## src/hw/rtl/mbrot_pkg.sv

```systemverilog
// Shared constants and types for the Mandelbrot escape-time block.
package mbrot_pkg;

    localparam int FRAC_BITS_DEF = 28;
    localparam int C_W           = 32;
    localparam int CNT_W         = 16;
    localparam int SHADE_W       = 16;

    localparam logic [CNT_W-1:0] MAX_ITER_RESET = 16'd10;

    localparam int S_TDATA_W = 2 * C_W;
    localparam int M_TDATA_W = CNT_W + SHADE_W;

    typedef struct packed {
        logic             done;
        logic             in_set;
        logic [CNT_W-1:0] count;
    } iter_res_t;

endpackage

```

## src/hw/rtl/mbrot_div.sv

```systemverilog
// Restoring divider, one quotient bit per cycle, for the Q0.16 shade.
module mbrot_div (
    input  logic                                aclk,
    input  logic                                aresetn,
    input  logic                                start,
    input  logic [mbrot_pkg::CNT_W-1:0]         dividend,
    input  logic [mbrot_pkg::CNT_W-1:0]         divisor,
    output logic                                done,
    output logic [mbrot_pkg::SHADE_W-1:0]       quotient
);

    localparam int CW = mbrot_pkg::CNT_W;
    localparam int QW = mbrot_pkg::SHADE_W;
    localparam logic [$clog2(QW)-1:0] LAST_STEP = $clog2(QW)'(QW - 1);

    logic                   busy_reg;
    logic                   done_reg;
    logic [$clog2(QW)-1:0]  cnt_reg;
    logic [CW-1:0]          rem_reg;
    logic [CW-1:0]          div_reg;
    logic [QW-1:0]          quo_reg;

    logic [CW:0]            rem_sh;
    logic                   ge;
    logic [CW:0]            rem_diff;

    always_comb begin
        rem_sh   = {rem_reg, 1'b0};
        ge       = rem_sh >= {1'b0, div_reg};
        rem_diff = rem_sh - {1'b0, div_reg};
    end

    always_ff @(posedge aclk) begin
        if (!aresetn) begin
            busy_reg <= 1'b0;
            done_reg <= 1'b0;
            cnt_reg  <= '0;
        end else begin
            done_reg <= 1'b0;
            if (start) begin
                busy_reg <= 1'b1;
                cnt_reg  <= '0;
            end else if (busy_reg) begin
                cnt_reg <= cnt_reg + 1'b1;
                if (cnt_reg == LAST_STEP) begin
                    busy_reg <= 1'b0;
                    done_reg <= 1'b1;
                end
            end
        end
    end

    always_ff @(posedge aclk) begin
        if (start) begin
            rem_reg <= dividend;
            div_reg <= divisor;
            quo_reg <= '0;
        end else if (busy_reg) begin
            rem_reg <= ge ? rem_diff[CW-1:0] : rem_sh[CW-1:0];
            quo_reg <= {quo_reg[QW-2:0], ge};
        end
    end

    assign done     = done_reg;
    assign quotient = quo_reg;

endmodule

```

## src/hw/rtl/mbrot_iter.sv

```systemverilog
// Iteration engine: z = z*z + c on one shared signed multiplier with escape test.
module mbrot_iter #(
    parameter int FRAC_BITS = mbrot_pkg::FRAC_BITS_DEF
) (
    input  logic                            aclk,
    input  logic                            aresetn,
    input  logic                            start,
    input  logic [mbrot_pkg::C_W-1:0]       c_real,
    input  logic [mbrot_pkg::C_W-1:0]       c_imag,
    input  logic [mbrot_pkg::CNT_W-1:0]     cap,
    output mbrot_pkg::iter_res_t            res
);

    localparam int CW = mbrot_pkg::C_W;
    localparam int NW = mbrot_pkg::CNT_W;
    localparam int ZW = (FRAC_BITS + 4 > CW + 1) ? FRAC_BITS + 4 : CW + 1;
    localparam int PW = 2 * ZW;
    localparam logic [PW-1:0] ESC_LIMIT = {{(PW-1){1'b0}}, 1'b1} << (2 * FRAC_BITS + 2);

    typedef enum logic [4:0] {
        IT_IDLE = 5'b00001,
        IT_RR   = 5'b00010,
        IT_II   = 5'b00100,
        IT_CHK  = 5'b01000,
        IT_UPD  = 5'b10000
    } it_state_t;

    it_state_t              state_reg, state_next;

    logic signed [ZW-1:0]   re_reg, im_reg, cr_reg, ci_reg;
    logic [NW-1:0]          n_reg;
    logic [NW-1:0]          cap_reg;
    logic signed [PW-1:0]   rr_reg, ii_reg, ri_reg;

    logic signed [ZW-1:0]   mul_a, mul_b;
    logic signed [PW-1:0]   prod;
    logic [PW-1:0]          mag_sum;
    logic                   escaped;
    logic                   stop;
    logic signed [PW-1:0]   diff;
    logic signed [PW-1:0]   two_ri;
    logic [PW-1:0]          re_sh, im_sh;
    logic signed [ZW-1:0]   re_new, im_new;
    logic signed [ZW-1:0]   cr_ext, ci_ext;

    always_comb begin
        mul_a = re_reg;
        mul_b = re_reg;
        case (state_reg)
            IT_II:   begin mul_a = im_reg; mul_b = im_reg; end
            IT_CHK:  begin mul_a = re_reg; mul_b = im_reg; end
            default: begin mul_a = re_reg; mul_b = re_reg; end
        endcase
        prod = mul_a * mul_b;
    end

    always_comb begin
        mag_sum = rr_reg + ii_reg;
        escaped = mag_sum > ESC_LIMIT;
        stop    = (n_reg >= cap_reg) || escaped;
        diff    = rr_reg - ii_reg;
        two_ri  = ri_reg <<< 1;
        re_sh   = PW'(diff >>> FRAC_BITS);
        im_sh   = PW'(two_ri >>> FRAC_BITS);
        re_new  = re_sh[ZW-1:0] + cr_reg;
        im_new  = im_sh[ZW-1:0] + ci_reg;
        cr_ext  = {{(ZW-CW){c_real[CW-1]}}, c_real};
        ci_ext  = {{(ZW-CW){c_imag[CW-1]}}, c_imag};
    end

    always_comb begin
        state_next = state_reg;
        case (state_reg)
            IT_IDLE: if (start) state_next = IT_RR;
            IT_RR:   state_next = IT_II;
            IT_II:   state_next = IT_CHK;
            IT_CHK:  state_next = stop ? IT_IDLE : IT_UPD;
            IT_UPD:  state_next = IT_RR;
            default: state_next = IT_IDLE;
        endcase
    end

    always_ff @(posedge aclk) begin
        if (!aresetn) begin
            state_reg <= IT_IDLE;
        end else begin
            state_reg <= state_next;
        end
    end

    always_ff @(posedge aclk) begin
        case (state_reg)
            IT_IDLE: begin
                if (start) begin
                    re_reg  <= cr_ext;
                    im_reg  <= ci_ext;
                    cr_reg  <= cr_ext;
                    ci_reg  <= ci_ext;
                    n_reg   <= NW'(1);
                    cap_reg <= cap;
                end
            end
            IT_RR:  rr_reg <= prod;
            IT_II:  ii_reg <= prod;
            IT_CHK: ri_reg <= prod;
            IT_UPD: begin
                re_reg <= re_new;
                im_reg <= im_new;
                n_reg  <= n_reg + 1'b1;
            end
            default: ;
        endcase
    end

    assign res.done   = (state_reg == IT_CHK) && stop;
    assign res.in_set = n_reg >= cap_reg;
    assign res.count  = n_reg;

endmodule

```

## src/hw/rtl/mbrot_top.sv

```systemverilog
// Mandelbrot escape-time top: stream ports, cap register, sequencing, result register.
// Each iteration runs the states RR, II and CHK, then UPD when it goes on; the result is then
// loaded into the output register, after the shade divide when the point escapes. A new
// point is taken only in T_IDLE, once the last result has left T_HOLD; the shared
// multiplier takes 3 products per iteration.
// Reset (aresetn low, synchronous) empties the output register, idles all sequencers, sets cap 10.
module mandelbrot_escape_time_top #(
    parameter int FRAC_BITS = mbrot_pkg::FRAC_BITS_DEF
) (
    input  logic                                aclk,
    input  logic                                aresetn,
    input  logic                                cfg_wr_en,
    input  logic [mbrot_pkg::CNT_W-1:0]         cfg_wr_data,
    input  logic                                s_tvalid,
    output logic                                s_tready,
    input  logic [mbrot_pkg::S_TDATA_W-1:0]     s_tdata,  // c_real, c_imag
    output logic                                m_tvalid,
    input  logic                                m_tready,
    output logic [mbrot_pkg::M_TDATA_W-1:0]     m_tdata,  // iteration_count, shade
    output logic                                m_tuser   // in_set
);

    localparam int CW = mbrot_pkg::C_W;
    localparam int NW = mbrot_pkg::CNT_W;
    localparam int QW = mbrot_pkg::SHADE_W;

    typedef enum logic [3:0] {
        T_IDLE = 4'b0001,
        T_ITER = 4'b0010,
        T_DIV  = 4'b0100,
        T_HOLD = 4'b1000
    } top_state_t;

    top_state_t             state_reg, state_next;
    logic [NW-1:0]          max_iter_reg;
    logic [NW-1:0]          cap;
    logic                   s_accept;
    logic                   out_free;

    mbrot_pkg::iter_res_t   iter_res;
    logic                   div_start;
    logic                   div_done;
    logic [QW-1:0]          div_quo;

    logic [NW-1:0]          count_res_reg;
    logic                   in_set_res_reg;
    logic [QW-1:0]          shade_res_reg;

    logic                   m_tvalid_reg;
    logic [NW-1:0]          m_count_reg;
    logic [QW-1:0]          m_shade_reg;
    logic                   m_in_set_reg;

    assign cap       = (max_iter_reg == '0) ? NW'(1) : max_iter_reg;
    assign s_tready  = state_reg == T_IDLE;
    assign s_accept  = s_tvalid && s_tready;
    assign out_free  = !m_tvalid_reg || m_tready;
    assign div_start = (state_reg == T_ITER) && iter_res.done && !iter_res.in_set;

    mbrot_iter #(
        .FRAC_BITS (FRAC_BITS)
    ) u_iter (
        .aclk    (aclk),
        .aresetn (aresetn),
        .start   (s_accept),
        .c_real  (s_tdata[CW-1:0]),
        .c_imag  (s_tdata[2*CW-1:CW]),
        .cap     (cap),
        .res     (iter_res)
    );

    mbrot_div u_div (
        .aclk     (aclk),
        .aresetn  (aresetn),
        .start    (div_start),
        .dividend (iter_res.count),
        .divisor  (cap),
        .done     (div_done),
        .quotient (div_quo)
    );

    always_comb begin
        state_next = state_reg;
        case (state_reg)
            T_IDLE:  if (s_accept) state_next = T_ITER;
            T_ITER:  if (iter_res.done) state_next = iter_res.in_set ? T_HOLD : T_DIV;
            T_DIV:   if (div_done) state_next = T_HOLD;
            T_HOLD:  if (out_free) state_next = T_IDLE;
            default: state_next = T_IDLE;
        endcase
    end

    always_ff @(posedge aclk) begin
        if (!aresetn) begin
            state_reg    <= T_IDLE;
            max_iter_reg <= mbrot_pkg::MAX_ITER_RESET;
            m_tvalid_reg <= 1'b0;
        end else begin
            state_reg <= state_next;
            if (cfg_wr_en) begin
                max_iter_reg <= cfg_wr_data;
            end
            if (state_reg == T_HOLD && out_free) begin
                m_tvalid_reg <= 1'b1;
            end else if (m_tready) begin
                m_tvalid_reg <= 1'b0;
            end
        end
    end

    always_ff @(posedge aclk) begin
        if (state_reg == T_ITER && iter_res.done) begin
            count_res_reg  <= iter_res.count;
            in_set_res_reg <= iter_res.in_set;
            shade_res_reg  <= '0;
        end
        if (state_reg == T_DIV && div_done) begin
            shade_res_reg <= div_quo;
        end
        if (state_reg == T_HOLD && out_free) begin
            m_count_reg  <= count_res_reg;
            m_in_set_reg <= in_set_res_reg;
            m_shade_reg  <= shade_res_reg;
        end
    end

    assign m_tvalid = m_tvalid_reg;
    assign m_tdata  = {m_shade_reg, m_count_reg};
    assign m_tuser  = m_in_set_reg;

    a_in_set_shade_zero: assert property (@(posedge aclk) disable iff (!aresetn)
        m_tvalid && m_tuser |-> m_tdata[NW+QW-1:NW] == '0)
        else $error("shade not zero for in-set point");

    a_count_nonzero: assert property (@(posedge aclk) disable iff (!aresetn)
        m_tvalid |-> m_tdata[NW-1:0] != '0)
        else $error("zero iteration count");

    a_in_set_at_cap: assert property (@(posedge aclk) disable iff (!aresetn)
        m_tvalid && m_tuser |-> m_tdata[NW-1:0] == cap)
        else $error("in-set result with count below cap");

    a_busy_after_accept: assert property (@(posedge aclk) disable iff (!aresetn)
        s_tvalid && s_tready |=> !s_tready)
        else $error("ready while a point is in progress");

endmodule

```

## config.mk

```make
export PLATFORM = sky130hd
export DESIGN_NAME = mandelbrot_escape_time_top
export DESIGN_NICKNAME = d
export VERILOG_FILES = /design/src/hw/rtl/mbrot_pkg.sv /design/src/hw/rtl/mbrot_div.sv /design/src/hw/rtl/mbrot_iter.sv /design/src/hw/rtl/mbrot_top.sv
export SDC_FILE = /design/constraint.sdc
export NUM_CORES = 2
export LEC_CHECK = 0
export BUFFER_PORTS_ARGS = -buffer_cell sky130_fd_sc_hd__buf_2
export CAP_MARGIN = 30
export CORE_MARGIN = 2
export CORE_UTILIZATION = 25
export CTS_CLUSTER_DIAMETER = 150
export DETAILED_ROUTE_END_ITERATION = 6
export HOLD_SLACK_MARGIN = 0.05
export PLACE_DENSITY_LB_ADDON = 0.12
export SKIP_CTS_REPAIR_TIMING = 1
export SYNTH_ARGS = -nofsm -noshare
export SYNTH_HDL_FRONTEND = slang
export SYNTH_HIERARCHICAL = 1
export SYNTH_SLANG_ARGS = --single-unit
```

## constraint.sdc

```tcl
create_clock -name aclk -period 12.25 [get_ports aclk]
set_clock_uncertainty 0.05 [all_clocks]
set_input_delay 0 -clock aclk [delete_from_list [all_inputs] [get_ports aclk]]
set_output_delay 0 -clock aclk [all_outputs]
set_load 0.03 [all_outputs]
```

-- Yosys cells after proc, flatten, opt, wreduce, memory -nomap -nowiden
Cells that the tools add are included.
- flip-flop bits (word level): 500
- bits in latches: 0
- RAM bits: 0
- memory bits (read-only): 0
- output and inout port bits: 35
- word-level logic and storage cells: 103
- memories: 0
- add/sub/neg operators: 7
- multipliers: 1
- div/mod/pow operators: 0
- magnitude comparators: 3
- equality and inequality tests: 15
- shift-type cells: 0
- muxes and demuxes: 29
- bitwise logic cells: 2
- reduce and logical (&&, ||, !) cells: 21
- operators with widths (cell ; number):
    $mux 33 ; 4
    $pmux 33 s2 ; 2
    $mux 16 ; 7
    $add 33x33->33 ; 2
    $add 66x66->66 ; 1
    $gt 66x59->1 const B ; 1
    $mul 33x33->66 ; 1
    $sub 61x61->61 ; 1
    $pmux 16 s2 ; 1
    $pmux 5 s5 ; 1
    $mux 4 ; 5
    $ge 17x16->1 ; 1
    $add 16x1->16 const B ; 1
    $ge 16x16->1 ; 1
    $logic_not 16->1 ; 1
    $pmux 4 s4 ; 1
    $sub 16x16->16 ; 1
    $mux 5 ; 2
    $eq 4x4->1 const B ; 2
    $reduce_bool 2->1 ; 4
    $logic_and 1x1->1 ; 6
    $mux 1 ; 6
    $ne 2x2->1 const B ; 3
    $eq 5x1->1 const B ; 1
    other kinds (16) ; 22

-- Depth between registers and ports, before layout
- depth in word-level cells: 7
- gate-level depth with buffers: 41
- mapped depth without buffers: 36

-- By module
The synthesis kept the hierarchy.
- modules (own cells, without submodules) (module ; instances ; cells each ; area an instance (sq um) ; sequential area each (sq um)):
    mbrot_iter ; 1 ; 6395 ; 59749.8 ; 9919.5
    mbrot_div ; 1 ; 323 ; 3241.9 ; 1401.3
    mandelbrot_escape_time_top ; 1 ; 197 ; 3110.5 ; 2402.3

-- Worst setup path after synthesis
Ideal clock, no wire load.
- path type: reg-to-reg
- from: reg u_iter.state_reg[0]
- to: reg u_iter.ii_reg[65] (data pin)
- arrival: 12266 ps
- slack: -336 ps
- cell stages (with the launch flop): 34
- path buffers: 3
- cells stage by stage: dfxtp_1 > or3_1 > nor3b_1 > nor2_1 > clkbuf_1 > mux2i_1 > clkbuf_1 > buf_1 > nor2_1 > fa_1 > fa_1 > fa_1 > fa_1 > fa_1 > fa_1 > fa_1 > inv_1 > fa_1 > inv_1 > ha_1 > a21o_1 > a21o_1 > a21o_1 > a21o_1 > a21o_1 > a21o_1 > a21oi_1 > nand2_1 > a41o_1 > and3_1 > o2111ai_1 > nand2b_1 > a221oi_1 > xnor2_1
- word-level cells in the longest chain between the ends: 4
- elaborated cells on any way between the ends: 6
- those cells by class: 1 x mul; 2 x eq/ne; 2 x mux; 1 x reduce/logical
- RTL lines (item ; line ; RTL):
    start: declaration ; mbrot_iter.sv:28 ; it_state_t state_reg, state_next;
    start signal: assignment ; mbrot_iter.sv:87 ; state_reg <= state_next;
    $eq 5x3->1 or $eq 5x4->1 (tied branches) ; mbrot_iter.sv:49 ; case (state_reg)
    $reduce_or 2->1 (no source line) ; n/a ;
    $mux 33 ; mbrot_iter.sv:49 ;
    $mul 33x33->66 (*) ; mbrot_iter.sv:54 ; prod = mul_a * mul_b;
    net u_iter.prod[65] ; mbrot_iter.sv:36 ; logic signed [PW-1:0] prod;
    end signal: assignment ; mbrot_iter.sv:104 ; IT_II: ii_reg <= prod;
    end: declaration ; mbrot_iter.sv:33 ; logic signed [PW-1:0] rr_reg, ii_reg, ri_reg;
Mark *: on every way through the listed nets, which the timed path passes. The rest lies on a longest branch.
A chain may end at the register's enable or synchronous reset.

-- Worst setup path in the final report
- from: reg u_iter.state_reg[0]
- to: reg u_iter.ii_reg[59] (data pin)
The elaborated chain is that of the path after synthesis.

==> impl_summary.txt <==
----------------------------------------------------
[Run status]
  Status ... finished clean

[Drt]
  Met2 wire len ... 118 mm
  Overall via count from detail_route ... 49796
  Routed length on met3 ... 12.0 mm
  Routed WL ... 258 mm
  Uppermost layer routed ... met5
  Antenna viol nets, final ... 0
  Initial detailed-routing violation count ... 3606
  Remaining DRCs ... 0
  Final routed wire length divided by cell count ... 24.1 µm
  DR pass1 iterations ... 6
  Via-per-instance ratio ... 4.66
  Routed length on met1 ... 119 mm

[Final layout]
  Synthesis-to-finish area growth ... 13.3%
  Net count of the finished layout ... 8792
  Layout cells sized above 1 ... 7.63%

[Global routing]
  Wire length of the first global-routing pass ... 374 mm
  Vias in the first global route ... 52317
  Initial antenna violation count ... 12
  Total GRT Usage ... 19.0%
  Total congestion overflow after global routing ... 0
  Maximum number of pins on one net before global-route repair ... 94

[Floorplanning]
  Total number of placement rows ... 188
  Floorplan Core Area ... 263000 µm²
  Ports placed on the boundary ... 120
  Die Height ... 518 µm
  Die boundary width ... 518 µm
  Starting utilization of the core area ... 25.2%
  Die footprint ... 269000 µm²

[Place]
  IO Port Bufs ... 119
  Estimated wirelength of the detail-placed design ... 213 mm
  Placer Congestion ... 0.915
  Worst setup timing slack at the placement stage ... 468 ps

[CTS]
  Max Root-Sink Buffers ... 3
  Clock slew seen by the registers of the worst setup and hold paths ... 70 ps
  TritonCTS clock tree ... done
  Clock latency reported for the late side of the worst-skew pair ... 660 ps
  Root Buffer Master ... clkbuf_16
  H-tree levels ... 2
  Number of CTS-inserted buffers ... 52
  Sinks on the clock net ... 473

[Synthesis]
  Part of the Yosys area used for sequential elements ... 20.8%
  Share of flip-flops with an asynchronous set or reset ... 0%
  Synth unique cells ... 105
  Cell type with the highest aggregate area in the netlist ... fa_1
  Mean post-synth cell area ... 9.56 µm²
  Post-synth EDFFs ... 425
  Library cell with the highest instance count after synthesis ... inv_1
  Synth Cell Area ... 66100 µm²
  Syn Nets ... 8589
  Top cells by count, synth ... inv_1, fa_1, nor2_1
  Warnings, synthesis ... 6
  Most frequently used flop master after synthesis ... edfxtp_1
  Top cells by area in the synthesized netlist ... fa_1, edfxtp_1, ha_1
  Gate count of the mapped netlist ... 6915
  Area share of the leading cell type in the synthesized netlist ... 34.8%
  Synthesis-stage register bit count ... 473

[Worst setup path]
  Max stage delay cell, worst path ... mux2i_2
  Crit Reg-Reg Startpoint ... u_iter/state_reg[0]
  Signal arrival time at the worst endpoint ... 12050 ps
  Most repeated library cell on the critical path ... fa_1
  Critical path capture point type ... flip-flop
  Kind of start point of the critical path ... flip-flop
  Worst Setup Path Type ... reg -> reg
  Crit Path Max Fanout ... 37
  Worst Path Buf+Inv ... 9
  Critical Path Max Stage Delay ... 840 ps
  Depth of the worst register-to-register path ... 34
  Setup slack of the worst register-to-register path ... 510 ps
  Critical register-to-register path endpoint ... u_iter/ii_reg[59]
  Required time of the critical path ... 12560 ps
  Cell class contributing the biggest share of worst-path delay ... adder cells

[Timing]
  Setup ws final ... 506 ps
  Hold violation count in the final report ... 0
  RSZ-0062 raised after global routing ... no
  Setup-violating endpoint count in the final report ... 0
  Shortest clock period the worst path allows after layout ... 11740 ps
  Transition at the pin with the smallest max-transition slack ... 1060 ps
  Fmax ... 85.2 MHz
  Worst slew margin ... 29.1%
  Slew Limit Fails ... 0
  Min Hold Slack ... 69.7 ps
  Setup TNS ... 0 ps
  Final critical-path share of the clock period ... 95.9%

[Job]
  Total of max-cap violations ... 0

[Min path]
  Worst hold path startpoint ... s_tdata[24]
  WHS Path Cells ... 2
  Hold Path Class ... in -> reg
  Capture endpoint of the worst hold path ... u_iter/cr_reg[24]

----------------------------------------------------
[layer usage]
metal	GRT usage, %	up-vias
li1	-	22311
met1	26.7	25958
met2	30.7	1253
met3	2.19	272
met4	5.47	2
met5	0	-
[cell usage in the layout, fill, tap and decap left out, types with 15 or more instances in the layout]
cell type and instances:
dlygate4sd3_1 121, o2111ai_1 15, a21o_1 90, nor3_1 55, buf_4 173, nor4_1 42, o21a_1 36, and2_1 30
xor2_1 69, nand4_1 35, dfxtp_1 48, o31ai_1 26, buf_2 120, ha_1 440, a211oi_1 24, and3_1 21
mux2i_1 55, mux2_2 42, mux2i_4 18, nand2_1 768, xnor2_1 131, nor2b_1 66, o21bai_1 31, mux2i_2 36
inv_1 1318, clkbuf_16 53, a21oi_1 243, edfxtp_1 425, nor2_1 815, fa_1 1149, nand3_1 56, nand2b_1 50
or3_1 19, o22ai_1 17, o21ai_0 194, a31oi_1 22
[cells by family (layout without fill, tap and decap cells)]
group                      after synthesis  after routing  synth area share (%)
and+or+nand+nor                       2036           2036                  13.3
buffers and inverters                 1600           1844                  9.20
adders and majority gates             1589           1589                  43.1
AOI/OAI and AO/OA                      866            866                  8.56
DFF                                    473            473                  20.8
xor gates and xnor gates               200            200                  2.65
muxes                                  151            151                  2.37
other                                    0              5                     0
[through the flow]
step                      area [µm²]  utilization [%]  std cells
final                          74900             28.5      10679
after global routing           74900             28.5      10674
after CTS                      73600             28.0      10548
after detailed placement       71800             27.3      10453
after global placement         71700             27.3      10447
after floorplan                66100                -       6915
[cell type report]
| cell class | instances | area (µm²) |
|---|---|---|
| Tap cell | 3515 | 4400 |
| Antenna cell | 5 | 12.5 |
| Clock inverter | 38 | 433 |
| Fill cell | 27858 | 188000 |
| Timing Repair Buffer | 424 | 3320 |
| Inverter | 1325 | 4980 |
| Multi-Input combinational cell | 4842 | 46700 |
| Clock buffer | 57 | 1340 |
| Sequential cell | 473 | 13700 |
[worst max path at each step]
| stage | depth (start not counted) | from | slack [ps] | to |
|---|---|---|---|---|
| finish | 34 | u_iter/state_reg[0] | 510 | u_iter/ii_reg[59] |
| global route | 35 | u_iter/state_reg[0] | 50 | u_iter/ri_reg[59] |
| CTS | 33 | u_iter/state_reg[0] | 420 | u_iter/ii_reg[59] |
| detailed placement | 33 | u_iter/state_reg[0] | 470 | u_iter/rr_reg[59] |
| global placement | 33 | u_iter/state_reg[0] | 470 | u_iter/rr_reg[59] |
| floorplan | 34 | u_iter/state_reg[0] | 790 | u_iter/ii_reg[65] |
[worst register-to-register path: cells and delay by family, from the launching register on]
kind                     cells  cell delay, ps
adder cells (fa/ha/maj)      9            4580
AND/OR/NAND/NOR              8            1980
AO/OA/AOI/OAI                6            1530
buffers and inverters        9            1510
multiplexers                 1             860
XOR/XNOR                     1             600
flip-flops                   1             330
Power is not shown: default switching activity piles up to over one toggle a cycle in this logic, so the estimate is an artifact.
